**src/rtl/length_prefixed_frame_decoder_core_assert.svh**
```systemverilog
// Assertion macros for the length-prefixed frame decoder.
`ifndef LENGTH_PREFIXED_FRAME_DECODER_CORE_ASSERT_SVH
`define LENGTH_PREFIXED_FRAME_DECODER_CORE_ASSERT_SVH

// Property must hold at every clock edge outside reset.
`define LPFD_ASSERT(name, clk, rst, prop) \
   name: assert property (@(posedge clk) disable iff (rst) (prop)) \
      else $error("%m: check failed");

// Expression must never be true outside reset.
`define LPFD_ASSERT_NEVER(name, clk, rst, expr) \
   name: assert property (@(posedge clk) disable iff (rst) !(expr)) \
      else $error("%m: forbidden condition seen");

`endif

```
**src/rtl/lpfd_pkg.sv**
```systemverilog
// Shared types and constants of the length-prefixed frame decoder.
package lpfd_pkg;

   localparam int HEADER_BYTES_DEF = 4;
   localparam logic [31:0] MAX_PAYLOAD_RESET = 32'd16777216;

   typedef enum logic [1:0] {
      KIND_DATA  = 2'd0,
      KIND_EMPTY = 2'd1,
      KIND_ERROR = 2'd2
   } kind_type;

   typedef struct packed {
      kind_type    kind;
      logic [7:0]  data_byte;
      logic [7:0]  frame_type;
      logic [31:0] frame_length;
      logic        last;
   } rsp_type;

endpackage

```
**src/rtl/length_prefixed_frame_decoder_core.sv**
```systemverilog
// Length-prefixed frame decoder: header, type byte, payload; one item per cycle if ready.
//
// Takes one stream byte per cycle while req_ready is high. HEADER_BYTES little-endian
// header bytes give the payload length, the next byte is the frame type, and then that
// many payload bytes come out tagged with type and length, the final one marked last.
// A zero-length frame gives one empty-frame result on its type byte; a length above
// max_payload gives one error result on the last header byte and header collection
// restarts. Each item is handled in the cycle it is accepted: one 32-bit compare and
// counter step sit between the state registers and a two-entry output buffer, which
// registers the result; req_ready drops only when both buffer entries are full.

module length_prefixed_frame_decoder_core
   import lpfd_pkg::*;
#(
   parameter int HEADER_BYTES = HEADER_BYTES_DEF
) (
   input  wire logic        clock,
   input  wire logic        reset,
   input  wire logic        req_valid,
   output logic             req_ready,
   input  wire logic [7:0]  req_in_byte,
   output logic             rsp_valid,
   input  wire logic        rsp_ready,
   output logic [1:0]       rsp_result_kind,
   output logic [7:0]       rsp_data_byte,
   output logic [7:0]       rsp_frame_type,
   output logic [31:0]      rsp_frame_length,
   output logic             rsp_last_of_frame,
   input  wire logic        csr_write_enable,
   input  wire logic [31:0] csr_write_data
);

   localparam int HCNT_W = (HEADER_BYTES > 1) ? $clog2(HEADER_BYTES) : 1;

   typedef enum logic [1:0] {
      PH_HEADER  = 2'd0,
      PH_TYPE    = 2'd1,
      PH_PAYLOAD = 2'd2
   } phase_type;

   phase_type          phase_ff, phase_in;
   logic [HCNT_W-1:0]  hcnt_ff, hcnt_in;
   logic [31:0]        length_ff, length_in;
   logic [7:0]         type_ff, type_in;
   logic [31:0]        pcnt_ff, pcnt_in;
   logic [31:0]        max_payload_ff;

   rsp_type            out_ff, skid_ff, res;
   logic               out_valid_ff, skid_valid_ff;
   logic               accept, pop, res_push;

   logic [HCNT_W-1:0]  hdr_cnt;
   logic [31:0]        hdr_base, hdr_len;
   logic               hdr_last, pay_last;

   assign req_ready = !skid_valid_ff;
   assign accept    = req_valid && req_ready;
   assign rsp_valid = out_valid_ff;
   assign pop       = out_valid_ff && rsp_ready;

   assign rsp_result_kind   = out_ff.kind;
   assign rsp_data_byte     = out_ff.data_byte;
   assign rsp_frame_type    = out_ff.frame_type;
   assign rsp_frame_length  = out_ff.frame_length;
   assign rsp_last_of_frame = out_ff.last;

   // header byte merge; an unused phase code restarts the header
   always_comb begin
      hdr_cnt  = (phase_ff == PH_HEADER) ? hcnt_ff : '0;
      hdr_base = (phase_ff == PH_HEADER) ? length_ff : '0;
      hdr_len  = hdr_base;
      for (int lane = 0; lane < 4; lane++) begin
         if (int'(hdr_cnt) == lane) begin
            hdr_len[lane*8 +: 8] = hdr_base[lane*8 +: 8] | req_in_byte;
         end
      end
      if (int'(hdr_cnt) >= 4 && req_in_byte != 8'd0) begin
         hdr_len = '1;
      end
      hdr_last = (int'(hdr_cnt) == HEADER_BYTES - 1);
   end

   assign pay_last = ((pcnt_ff + 32'd1) == length_ff);

   always_comb begin
      phase_in  = phase_ff;
      hcnt_in   = hcnt_ff;
      length_in = length_ff;
      type_in   = type_ff;
      pcnt_in   = pcnt_ff;
      res_push  = 1'b0;
      res       = '{kind: KIND_DATA, data_byte: 8'd0, frame_type: 8'd0,
                    frame_length: 32'd0, last: 1'b0};
      if (accept) begin
         unique case (phase_ff)
            PH_TYPE: begin
               type_in = req_in_byte;
               if (length_ff == 32'd0) begin
                  res_push       = 1'b1;
                  res.kind       = KIND_EMPTY;
                  res.frame_type = req_in_byte;
                  res.last       = 1'b1;
                  phase_in       = PH_HEADER;
                  hcnt_in        = '0;
                  length_in      = '0;
                  pcnt_in        = '0;
               end else begin
                  pcnt_in  = '0;
                  phase_in = PH_PAYLOAD;
               end
            end
            PH_PAYLOAD: begin
               res_push         = 1'b1;
               res.kind         = KIND_DATA;
               res.data_byte    = req_in_byte;
               res.frame_type   = type_ff;
               res.frame_length = length_ff;
               res.last         = pay_last;
               if (pay_last) begin
                  phase_in  = PH_HEADER;
                  hcnt_in   = '0;
                  length_in = '0;
                  pcnt_in   = '0;
               end else begin
                  pcnt_in = pcnt_ff + 32'd1;
               end
            end
            default: begin
               phase_in = PH_HEADER;
               pcnt_in  = '0;
               if (hdr_last) begin
                  hcnt_in = '0;
                  if (hdr_len > max_payload_ff) begin
                     res_push         = 1'b1;
                     res.kind         = KIND_ERROR;
                     res.frame_length = hdr_len;
                     length_in        = '0;
                  end else begin
                     length_in = hdr_len;
                     phase_in  = PH_TYPE;
                  end
               end else begin
                  hcnt_in   = hdr_cnt + HCNT_W'(1);
                  length_in = hdr_len;
               end
            end
         endcase
      end
   end

   always_ff @(posedge clock) begin
      if (reset) begin
         phase_ff       <= PH_HEADER;
         hcnt_ff        <= '0;
         length_ff      <= '0;
         type_ff        <= '0;
         pcnt_ff        <= '0;
         max_payload_ff <= MAX_PAYLOAD_RESET;
         out_valid_ff   <= 1'b0;
         skid_valid_ff  <= 1'b0;
      end else begin
         phase_ff  <= phase_in;
         hcnt_ff   <= hcnt_in;
         length_ff <= length_in;
         type_ff   <= type_in;
         pcnt_ff   <= pcnt_in;
         if (csr_write_enable) begin
            max_payload_ff <= csr_write_data;
         end
         // two-entry output buffer: out_ff is the head, skid_ff the overflow
         if (pop) begin
            if (skid_valid_ff) begin
               out_ff        <= skid_ff;
               skid_valid_ff <= 1'b0;
            end else if (res_push) begin
               out_ff <= res;
            end else begin
               out_valid_ff <= 1'b0;
            end
         end else if (res_push) begin
            if (!out_valid_ff) begin
               out_ff       <= res;
               out_valid_ff <= 1'b1;
            end else begin
               skid_ff       <= res;
               skid_valid_ff <= 1'b1;
            end
         end
      end
   end

`include "length_prefixed_frame_decoder_core_assert.svh"

   `LPFD_ASSERT(a_skid_behind_head, clock, reset, skid_valid_ff |-> out_valid_ff)
   `LPFD_ASSERT(a_payload_in_range, clock, reset,
      (phase_ff == PH_PAYLOAD) |-> (pcnt_ff < length_ff))
   `LPFD_ASSERT(a_hcnt_idle, clock, reset, (phase_ff != PH_HEADER) |-> (hcnt_ff == '0))
   `LPFD_ASSERT_NEVER(a_empty_shape, clock, reset,
      out_valid_ff && out_ff.kind == KIND_EMPTY &&
      (!out_ff.last || out_ff.frame_length != 32'd0))

endmodule

```
**config.mk**
```make
export PLATFORM = sky130hd
export DESIGN_NAME = length_prefixed_frame_decoder_core
export DESIGN_NICKNAME = d
export VERILOG_FILES = /design/src/rtl/lpfd_pkg.sv /design/src/rtl/length_prefixed_frame_decoder_core.sv
export VERILOG_INCLUDE_DIRS = /design/src /design/src/rtl
export SDC_FILE = /design/constraint.sdc
export NUM_CORES = 1
export LEC_CHECK = 0
export CORE_MARGIN = 2
export CORE_UTILIZATION = 30
export CTS_BUF_LIST = sky130_fd_sc_hd__clkbuf_8
export CTS_CLUSTER_SIZE = 30
export DETAILED_ROUTE_END_ITERATION = 16
export DONT_BUFFER_PORTS = 1
export GPL_TIMING_DRIVEN = 0
export SYNTH_ARGS = -nofsm -noshare
export SYNTH_HDL_FRONTEND = slang
export SYNTH_SLANG_ARGS = --single-unit
```
**constraint.sdc**
```tcl
create_clock -name clock -period 15.3 [get_ports clock]
set_input_delay 1.53 -clock clock [delete_from_list [all_inputs] [get_ports clock]]
set_output_delay 1.53 -clock clock [all_outputs]
set_load 0.005 [all_outputs]
```
==> results of run 1 <==
==> power by group through the flow <==
| stage | registers, W | clock network (W) | logic, W |
|---|---|---|---|
| finish | 0.000610 | 0.000522 | 0.000112 |
| global route | 0.000611 | 0.000559 | 0.000124 |
| CTS | 0.000610 | 0.000533 | 0.000109 |
| detailed placement | 0.000622 | 0 | 0.000109 |
| global placement | 0.000622 | 0 | 0.000106 |
| floorplan | 0.000617 | 0 | 0.0000764 |
==> stage by stage <==
stage,hold WS [ns],power [W],util,setup slack [ns]
2_1_floorplan,0.436,0.000693,-,7.39
3_3_place_gp,0.442,0.000728,0.319,4.63
3_5_place_dp,0.447,0.000731,0.322,8.89
4_1_cts,0.455,0.00125,0.342,8.84
5_1_grt,0.468,0.00129,0.342,8.20
6_report,0.456,0.00124,0.342,8.67
==> sequential cells by signal (all words and copies together) (netlist names), 2 cells and up <==
name              flops
pcnt_ff              32
skid_ff              51
phase_ff              2
rsp_data_byte         8
length_ff            32
rsp_frame_type        8
max_payload_ff       32
rsp_result_kind       2
type_ff               8
hcnt_ff               2
rsp_frame_length     32
==> cell usage after synthesis (17+ instances only) <==
cell type / instances
a21o_1: 48
a21oi_1: 33
a22oi_1: 36
a31oi_1: 25
and3_1: 23
clkbuf_1: 63
dfxtp_1: 110
edfxtp_1: 102
ha_1: 37
inv_1: 78
mux2i_1: 32
nand2_1: 128
nand3_1: 35
nand4_1: 23
nor2_1: 65
nor4_1: 18
o21ai_0: 75
o21ai_1: 17
or4_1: 35
xnor2_1: 39
xor2_1: 22
==> routing by layer <==
metal | wire (um) | global-route usage
met3 | 3470 | 0.0605
met5 | 0 | 0
met2 | 14900 | 0.274
met1 | 15200 | 0.241
met4 | 1060 | 0.0676
==> worst reg2reg max path, cell delays in order (launching register included) <==
cell      delay (ns)
dfxtp_1         0.36
inv_1           0.08
ha_1            0.19
clkbuf_1        0.21
clkbuf_1        0.29
and2_1          0.24
ha_1            0.19
clkbuf_1        0.20
a22oi_1         0.50
inv_1           0.10
ha_1            0.31
and3_1          0.17
nor3b_1         0.32
o21ai_0         0.14
a31oi_1         0.16
o21ai_0         0.10
a21oi_1         0.72
a22oi_1         0.29
or3_1           0.44
nor3b_2         0.49
buf_6           0.23
buf_6           0.18
buf_6           0.19
buf_6           0.19
==> cell families after synthesis <==
group,count (synthesis),synth area share
AO/OA/AOI/OAI,270,0.156
XOR/XNOR,61,0.0483
AND/OR/NAND/NOR,393,0.188
flip-flops,212,0.476
multiplexers,33,0.0300
buffers and inverters,163,0.0591
adder cells (fa/ha/maj),37,0.0419
==> final timing paths <==
check,slack (ns),to,start,depth (start not counted)
setup / recovery,8.67,skid_ff[18]$_DFFE_PP_,phase_ff[0]$_SDFFE_PP0P_,23
setup reg to reg,8.67,skid_ff[18]$_DFFE_PP_,phase_ff[0]$_SDFFE_PP0P_,23
hold / removal,0.46,type_ff[3]$_SDFFE_PP0P_,type_ff[3]$_SDFFE_PP0P_,2
hold reg to reg,0.46,type_ff[3]$_SDFFE_PP0P_,type_ff[3]$_SDFFE_PP0P_,2
==> area by class of cell <==
type	count	share of cell area
Antenna cell	1	0.000201
Buffer	84	0.0286
Clock buffer	43	0.0474
Clock inverter	26	0.0113
Inverter	79	0.0238
Multi-Input combinational cell	794	0.412
Sequential cell	212	0.422
Tap cell	468	0.0469
Timing Repair Buffer	7	0.00722
==> placed cells by master, fill, tap and decap left out, drive strengths merged, types with 4 or more instances in the layout <==
master / netlist / layout
inv: 79 / 96
and3: 23 / 23
a22o: 11 / 11
mux2i: 32 / 32
nand4: 26 / 26
or4: 36 / 36
nor3: 15 / 15
clkinv: 0 / 6
dfxtp: 110 / 110
nand3: 36 / 36
xor2: 22 / 22
o21ai: 92 / 92
and2: 8 / 8
nand2: 128 / 128
xnor2: 39 / 39
nor4: 22 / 22
nand3b: 9 / 9
nor2: 65 / 65
a21o: 48 / 48
ha: 37 / 37
edfxtp: 102 / 102
and4: 7 / 7
nor2b: 4 / 4
nor3b: 4 / 4
a31oi: 25 / 25
a22oi: 36 / 36
a21oi: 34 / 34
clkbuf: 63 / 106
buf: 21 / 28
==> results.toml, run 1 <==
[finish]
syn2layout_area_growth_pct = 12.9
multi_input_area_um2 = 5140
final_cell_count_no_fill = 1714
nFillCells = 3779
final_nets = 1298
regArea_um2 = 5270
fin_area_um2 = 12500
drive_gt1_frac = 0.0731

[placed_design]
hpwl_um = 26100
place_congestion = 0.930
place_inst = 1644
dpl_cell_area_um2 = 11700
numPortBuffers = 0

[detailed_routing]
drtPass1Iterations = 6
drc_errors = 0
post_drt_wl_per_cell_um = 20.2
vias_per_cell = 5.42
ant_nets = 0
initialDrtViolationCount = 843
route.vias.total = 9292
routed_wl_um = 34700

[power]
seq_power_share = 0.491
comb_power_share = 0.090
power_density_nw_per_um2 = 99.7
pwr-share-clk = 0.420
p_leak_nw = 5.02
netSwitchingFraction = 0.265
vdd_drop_max_uv = 51.8
switchingPower_w = 0.000330
power.internal_w = 0.000914

[worst_hold_path]
min_path_type = "register to register"

[sta]
setup_viol = 0
worst_pin_slew_ns = 1.14
slew_headroom = 0.236
rsz0062_at_grt = "no"
finalHoldViolations = 0
period_minus_slack_ns = 6.63
fin_skew_ns = 0.0494
period_share = 0.433
fmax_mhz = 151
tns_ns = 0
slew_viol_final = 0

[floorplan]
num_io_pins = 98
die_w_um = 196
dieArea_um2 = 38400
core_area_um2 = 36400
rows = 70
die_h_um = 196
initial_core_util = 0.303

[worst_setup_path]
setup.worst_path.start_class = "register"
crit_family = "compound AO/OA/AOI/OAI gates"
worst-path-buf-inv = 9
required_ns = 15.56
crit_chain = "inv_1 > ha_1 > clkbuf_1 > clkbuf_1 > and2_1 > ha_1 > clkbuf_1 > a22oi_1 > inv_1 > ha_1 > and3_1 > nor3b_1 > o21ai_0 > a31oi_1 > o21ai_0 > a21oi_1 > a22oi_1 > or3_1 > nor3b_2 > buf_6 > buf_6 > buf_6 > buf_6"
critPathKind = "register to register"
worst-path-max-fanout = 13
worstPathArrival_ns = 6.89
crit_path_top_delay_cell = "a21oi_1"
cp_slowest_stage_delay_ns = 0.72
worst_setup_path_end_kind = "register"
crit_path_frequent_cell = "buf_6"

[synthesis]
syn_avg_cell_area_um2 = 9.46
syn_inst = 1169
netlist.area_leader.share = 0.277
synth_edf_count = 102
ys_ff_latch = 212
ys_types = 65
synth_largest_area_cell = "edfxtp_1"
syn_area_um2 = 11100
ys_warn_count = 0
synth_nets = 1251
synth_area_leaders = "edfxtp_1, dfxtp_1, nand2_1"
synthFlopType = "dfxtp_1"
synth_async_sr_flop_share = 0
ys_seq_area_frac = 0.476

[global_routing]
grt_usage = 0.182
grt-ovfl-total = 0
first_global_vias = 8997
grt_max_degree = 20
antenna_found_initial = 0
grt_pass1_wl_um = 54000

[cts]
cts_buffer_depth = 3
root_buffer = "clkbuf_8"
cts_hold_buffers = 0
htreeDepth = 2
cts_made_buffers = 38
cts_tree = "built"
post_cts_buffers = 0
cts_sinks = 212
clkTransAtPathRegs_ns = 0.06
post_cts_resized = 0
insertion_delay_ns = 0.59

[run_status]
status = "completed"

[job]
cap_violations = 0
(Power assumes the default switching activity.)
==> inputs of run 2 (changes only) <==
clock period = 6.9 ns   (was 15.3 ns; I/O delays follow)
==> run 2 against run 1 <==
  * Critical path depth decreased by 2
  * Sequential cell count stayed put
  * Sequential share of layout area decreased by 0.15 points
  * Worst hold slack worse by 0.17 ns
  * Maximum frequency up 5.7%
  * Via count up 0.75%
  * Cell area grew 0.35%
  * Clock-buffer cell count is the same
  * Critical endpoint is now rsp_frame_length[19]$_DFFE_PP_
==> results.toml, run 2 (synthesis results as in run 1) <==
[worst_setup_path]
timing.rr.start = "phase_ff[0]$_SDFFE_PP0P_"
worst_setup_path_end_kind = "register"
worstPathArrival_ns = 6.51
crit_family = "compound AO/OA/AOI/OAI gates"
cp_slowest_stage_delay_ns = 0.72
worst-path-max-fanout = 19
critPathKind = "register to register"
worst-path-buf-inv = 7
r2r_cells = 21
crit_cells = 21
crit_start = "phase_ff[0]$_SDFFE_PP0P_"
crit_chain = "inv_1 > ha_1 > clkbuf_1 > clkbuf_1 > and2_1 > ha_1 > clkbuf_1 > a22oi_1 > inv_1 > ha_1 > and3_1 > nor3b_1 > o21ai_0 > a31oi_1 > o21ai_0 > a21oi_1 > a22oi_1 > or3_1 > a22oi_2 > buf_8 > buf_8"
crit_path_top_delay_cell = "a21oi_1"
required_ns = 7.14
setup.worst_path.start_class = "register"

[floorplan]
initial_core_util = 0.303
die_w_um = 196
rows = 70
dieArea_um2 = 38400
num_io_pins = 98
core_area_um2 = 36400
die_h_um = 196

[job]
cap_violations = 0

[worst_hold_path]
hp-start = "req_in_byte[0]"
min_path_type = "primary input to register"
min_delay_path_depth = 2

[finish]
final_common_cell = "nand2_1"
n_antenna_cell = 0
largest_reg_flops = 51
final_nets = 1301
drive_gt1_frac = 0.0754
most-common-layout-cells = "nand2_1, dfxtp_1, edfxtp_1, inv_1, o21ai_0"
syn2layout_area_growth_pct = 13.3
largest_register = "skid_ff"
final_util = 0.344

[sta]
period_minus_slack_ns = 6.27
slew_viol_final = 0
period_share = 0.909
fmax_mhz = 159
slew_headroom = 0.221
worst_pin_slew_ns = 1.16
setup_viol = 0
finalHoldViolations = 0
rsz0062_at_grt = "no"
hold_ws_ns = 0.289
fin_skew_ns = 0.0197

[cts]
cts_sinks = 212
clkTransAtPathRegs_ns = 0.07
cts_buffer_depth = 3
insertion_delay_ns = 0.55
post_cts_resized = 0
cts_tree = "built"
cts_made_buffers = 37
root_buffer = "clkbuf_8"
htreeDepth = 2

[run_status]
status = "completed"

[global_routing]
first_global_vias = 8895
grt_usage = 0.179
grt_pass1_wl_um = 53300
antenna_found_initial = 0
grt-ovfl-total = 0
grt_max_degree = 20

[power]
vdd_drop_max_uv = 112
power_density_nw_per_um2 = 218
p_leak_nw = 5.06

[detailed_routing]
vias_per_cell = 5.46
drc_errors = 0
drtPass1Iterations = 5
ant_nets = 0
post_drt_wl_per_cell_um = 20.4
route.vias.total = 9362
initialDrtViolationCount = 947
routed_wl_um = 35000

[placed_design]
place_congestion = 0.941
numPortBuffers = 0
hpwl_um = 26000
## run 2: cell types whose count changed in the layout (fill, tap and decap cells not counted), sizes merged
cell | before | now
buf | 28 | 32
clkinv | 6 | 3
diode | 1 | 0
inv | 96 | 97
## run 2: power breakdown
group | switching (W) | internal (W)
logic | 0.000160 | 0.0000882
clock network | 0.000526 | 0.000605
registers | 0.0000249 | 0.00133
## run 2: final timing paths
kind / to / slack, ns
worst max-delay path: rsp_frame_length[19]$_DFFE_PP_ / 0.63
worst min register to register: type_ff[6]$_SDFFE_PP0P_ / 0.46
worst max register to register: rsp_frame_length[19]$_DFFE_PP_ / 0.63
worst min-delay path: type_ff[0]$_SDFFE_PP0P_ / 0.29
## run 2: per-stage QoR
| stage | cells | setup slack, ns | power, W | instance area (um^2) | TNS [ns] |
|---|---|---|---|---|---|
| global placement | 1637 | -2.00 | 0.00161 | 11600 | -163.63 |
| global route | 1715 | 0.341 | 0.00285 | 12500 | 0 |
| floorplan | 1169 | 0.291 | 0.00154 | 11100 | 0 |
| finish | 1715 | 0.627 | 0.00273 | 12500 | 0 |
| detailed placement | 1642 | 0.480 | 0.00162 | 11700 | 0 |
| CTS | 1709 | 0.445 | 0.00275 | 12500 | 0 |
## run 2: cell type report
type                            count  area, um^2
Sequential cell                   212        5270
Clock inverter                     24         126
Tap cell                          468         586
Clock buffer                       43         592
Multi-Input combinational cell    794        5150
Fill cell                        3724       23900
Buffer                             84         357
Inverter                           79         297
Timing Repair Buffer               11         145
## run 2: repair_timing
action                                  CTS  global route
endpoints found under the setup margin    0            18
hold buffers                              0             0
buffers inserted                          0             6
## run 2: layer usage
| layer | vias to the layer above | track usage | wire, um |
|---|---|---|---|
| met2 | 405 | 0.276 | 15200 |
| li1 | 4334 | - | - |
| met1 | 4558 | 0.244 | 15500 |
| met4 | 0 | 0.0519 | 815 |
| met5 | - | 0 | 0 |
| met3 | 65 | 0.0529 | 3470 |
==> inputs of run 3 (changes only) <==
ABC_AREA = 1   (was unset)
==> run 3 against run 2 <==
  * Die area is 8.1% higher
  * Sequential power hardly changed
  * Global-route usage is 0.66 points higher
  * Sequential cell count stayed put
  * Critical endpoint is now rsp_frame_length[17]$_DFFE_PP_
  * Clock skew is 0.0017 ns lower
  * Register-to-register slack better by 1.1 ns
  * Area after synthesis is 8.3% higher
  * Worst hold slack worse by 0.026 ns
  * First-iteration DRC count is 6.5% lower
  * Highest routed layer unchanged
==> results.toml, run 3 <==
[cts]
post_cts_resized = 0
insertion_delay_ns = 0.55
clkTransAtPathRegs_ns = 0.06
cts_hold_buffers = 0
cts_buffer_depth = 3
root_buffer = "clkbuf_8"
htreeDepth = 2
cts_tree = "built"
cts_sinks = 212
cts_made_buffers = 37
post_cts_buffers = 0

[synthesis]
syn_area_um2 = 12000
synth_common_cells = "nand2_1, inv_1, nor2_1, o21ai_0, dfxtp_1"
ys_warn_count = 0
ys_ff_latch = 212
synth_edf_count = 102
syn_avg_cell_area_um2 = 7.18
synth_async_sr_flop_share = 0
synth_area_leaders = "edfxtp_1, dfxtp_1, nand2_1"
synthMostInstantiatedCell = "nand2_1"
ys_types = 38
synth_largest_area_cell = "edfxtp_1"
netlist.area_leader.share = 0.256
syn_inst = 1668
synthFlopType = "dfxtp_1"
ys_seq_area_frac = 0.440
synth_nets = 1750

[sta]
slew_headroom = 0.379
setup_viol = 0
worst_pin_slew_ns = 0.922
finalHoldViolations = 0
slew_viol_final = 0
period_minus_slack_ns = 5.13
fin_skew_ns = 0.0180
period_share = 0.743
fin_ws_ns = 1.77
fmax_mhz = 195
tns_ns = 0
rsz0062_at_grt = "no"

[worst_setup_path]
worstPathArrival_ns = 5.47
worst_setup_path_end_kind = "register"
setup.worst_path.start_class = "register"
timing.rr.start = "phase_ff[0]$_SDFFE_PP0P_"
crit_path_top_delay_cell = "clkbuf_1"
r2r_cells = 22
r2r_end = "rsp_frame_length[17]$_DFFE_PP_"
crit_chain = "inv_1 > ha_1 > clkbuf_1 > nand2_1 > nor2_1 > inv_1 > o21ai_0 > ha_1 > nand4_1 > inv_1 > nand2_1 > nor4_1 > nand2_1 > nand2_1 > nand3_1 > inv_1 > buf_2 > buf_1 > nand3_1 > o21ai_0 > inv_1 > o21ai_0"
worst-path-max-fanout = 10
crit_path_frequent_cell = "inv_1"
rrSetupSlack_ns = 1.77
required_ns = 7.24
cp_slowest_stage_delay_ns = 0.44
critPathKind = "register to register"

[finish]
n_antenna_cell = 0
largest_register = "skid_ff"
syn2layout_area_growth_pct = 11.8
final_common_cell = "nand2_1"
drive_gt1_frac = 0.0506
most-common-layout-cells = "nand2_1, inv_1, nor2_1, o21ai_0, dfxtp_1"
largest_reg_flops = 51
final_nets = 1791

[placed_design]
place_congestion = 0.971
numPortBuffers = 0
pre_cts_ws_ns = 1.94
hpwl_um = 30800

[detailed_routing]
routed_wl_um = 38800
route.vias.total = 11141
ant_nets = 0
drc_errors = 0
initialDrtViolationCount = 885
drtPass1Iterations = 5
vias_per_cell = 4.92
post_drt_wl_per_cell_um = 17.1

[power]
power_density_nw_per_um2 = 214
report.power.total_w = 0.00286
p_leak_nw = 5.91
vdd_drop_max_uv = 85.2

[global_routing]
antenna_found_initial = 0
grt_usage = 0.186
grt_pass1_wl_um = 59100
first_global_vias = 10536
grt_max_degree = 36
grt-ovfl-total = 0

[worst_hold_path]
min_to = "max_payload_ff[24]$_SDFFE_PP1P_"
min_path_type = "primary input to register"
hp-start = "csr_write_enable"
min_delay_path_depth = 1

[floorplan]
num_io_pins = 98
dieArea_um2 = 41500
core_area_um2 = 39500
die_w_um = 204
rows = 73
initial_core_util = 0.303
die_h_um = 204

[job]
cap_violations = 0

[run_status]
status = "completed"
==> run 3: cells by family (layout without fill, tap and decap cells) <==
kind of cell               after synthesis  count (layout)  share of synthesized area
and+or+nand+nor                        757             757                      0.268
AOI/OAI and AO/OA                      268             268                      0.122
adders and majority gates               37              37                     0.0387
DFF                                    212             212                      0.440
xor gates and xnor gates                 8               8                    0.00763
buffers and inverters                  386             456                      0.124
==> run 3: how the worst max path moves through the flow <==
stage	startpoint	endpoint	cells after the start
2_1_floorplan	phase_ff[0]$_SDFFE_PP0P_	skid_ff[0]$_DFFE_PP_	18
3_3_place_gp	phase_ff[0]$_SDFFE_PP0P_	skid_ff[21]$_DFFE_PP_	18
3_5_place_dp	phase_ff[0]$_SDFFE_PP0P_	rsp_frame_length[17]$_DFFE_PP_	22
4_1_cts	phase_ff[0]$_SDFFE_PP0P_	rsp_frame_length[17]$_DFFE_PP_	22
5_1_grt	phase_ff[0]$_SDFFE_PP0P_	rsp_frame_length[13]$_DFFE_PP_	22
6_report	phase_ff[0]$_SDFFE_PP0P_	rsp_frame_length[17]$_DFFE_PP_	22
==> run 3: routing by layer <==
metal | vias up | GRT usage | share of wire
li1 | 5456 | - | -
met1 | 5191 | 0.244 | 0.44
met2 | 415 | 0.299 | 0.45
met3 | 79 | 0.0390 | 0.078
met4 | 0 | 0.0712 | 0.035
met5 | - | 0 | 0
==> run 3: stage by stage <==
step           utilization  cell area, um^2  hold slack, ns  instances
3_3_place_gp         0.319            12600           0.450       2193
6_report             0.338            13400           0.264       2263
4_1_cts              0.338            13400           0.240       2263
5_1_grt              0.338            13400           0.270       2263
2_1_floorplan            -            12000           0.440       1668
3_5_place_dp         0.320            12700           0.453       2195
==> run 3: critical path: cells and delay by family, from the launching register on <==
family / cells / cell delay [ns]
AOI/OAI and AO/OA: 3 / 0.85
adders and majority gates: 2 / 0.39
DFF: 1 / 0.33
and+or+nand+nor: 9 / 1.72
buffers and inverters: 8 / 1.63
==> run 3: where the power goes <==
group | internal (W) | switching (W)
Clock | 0.000591 | 0.000539
Sequential | 0.00134 | 0.0000292
Combinational | 0.000116 | 0.000244
Total | 0.00205 | 0.000813
==> run 3: layout make-up <==
type	instances	area, um^2
Inverter	321	1200
Multi-Input combinational cell	1070	5220
Fill cell	4240	26200
Clock inverter	27	151
Sequential cell	212	5270
Buffer	65	275
Tap cell	525	657
Timing Repair Buffer	2	40.0
Clock buffer	41	564
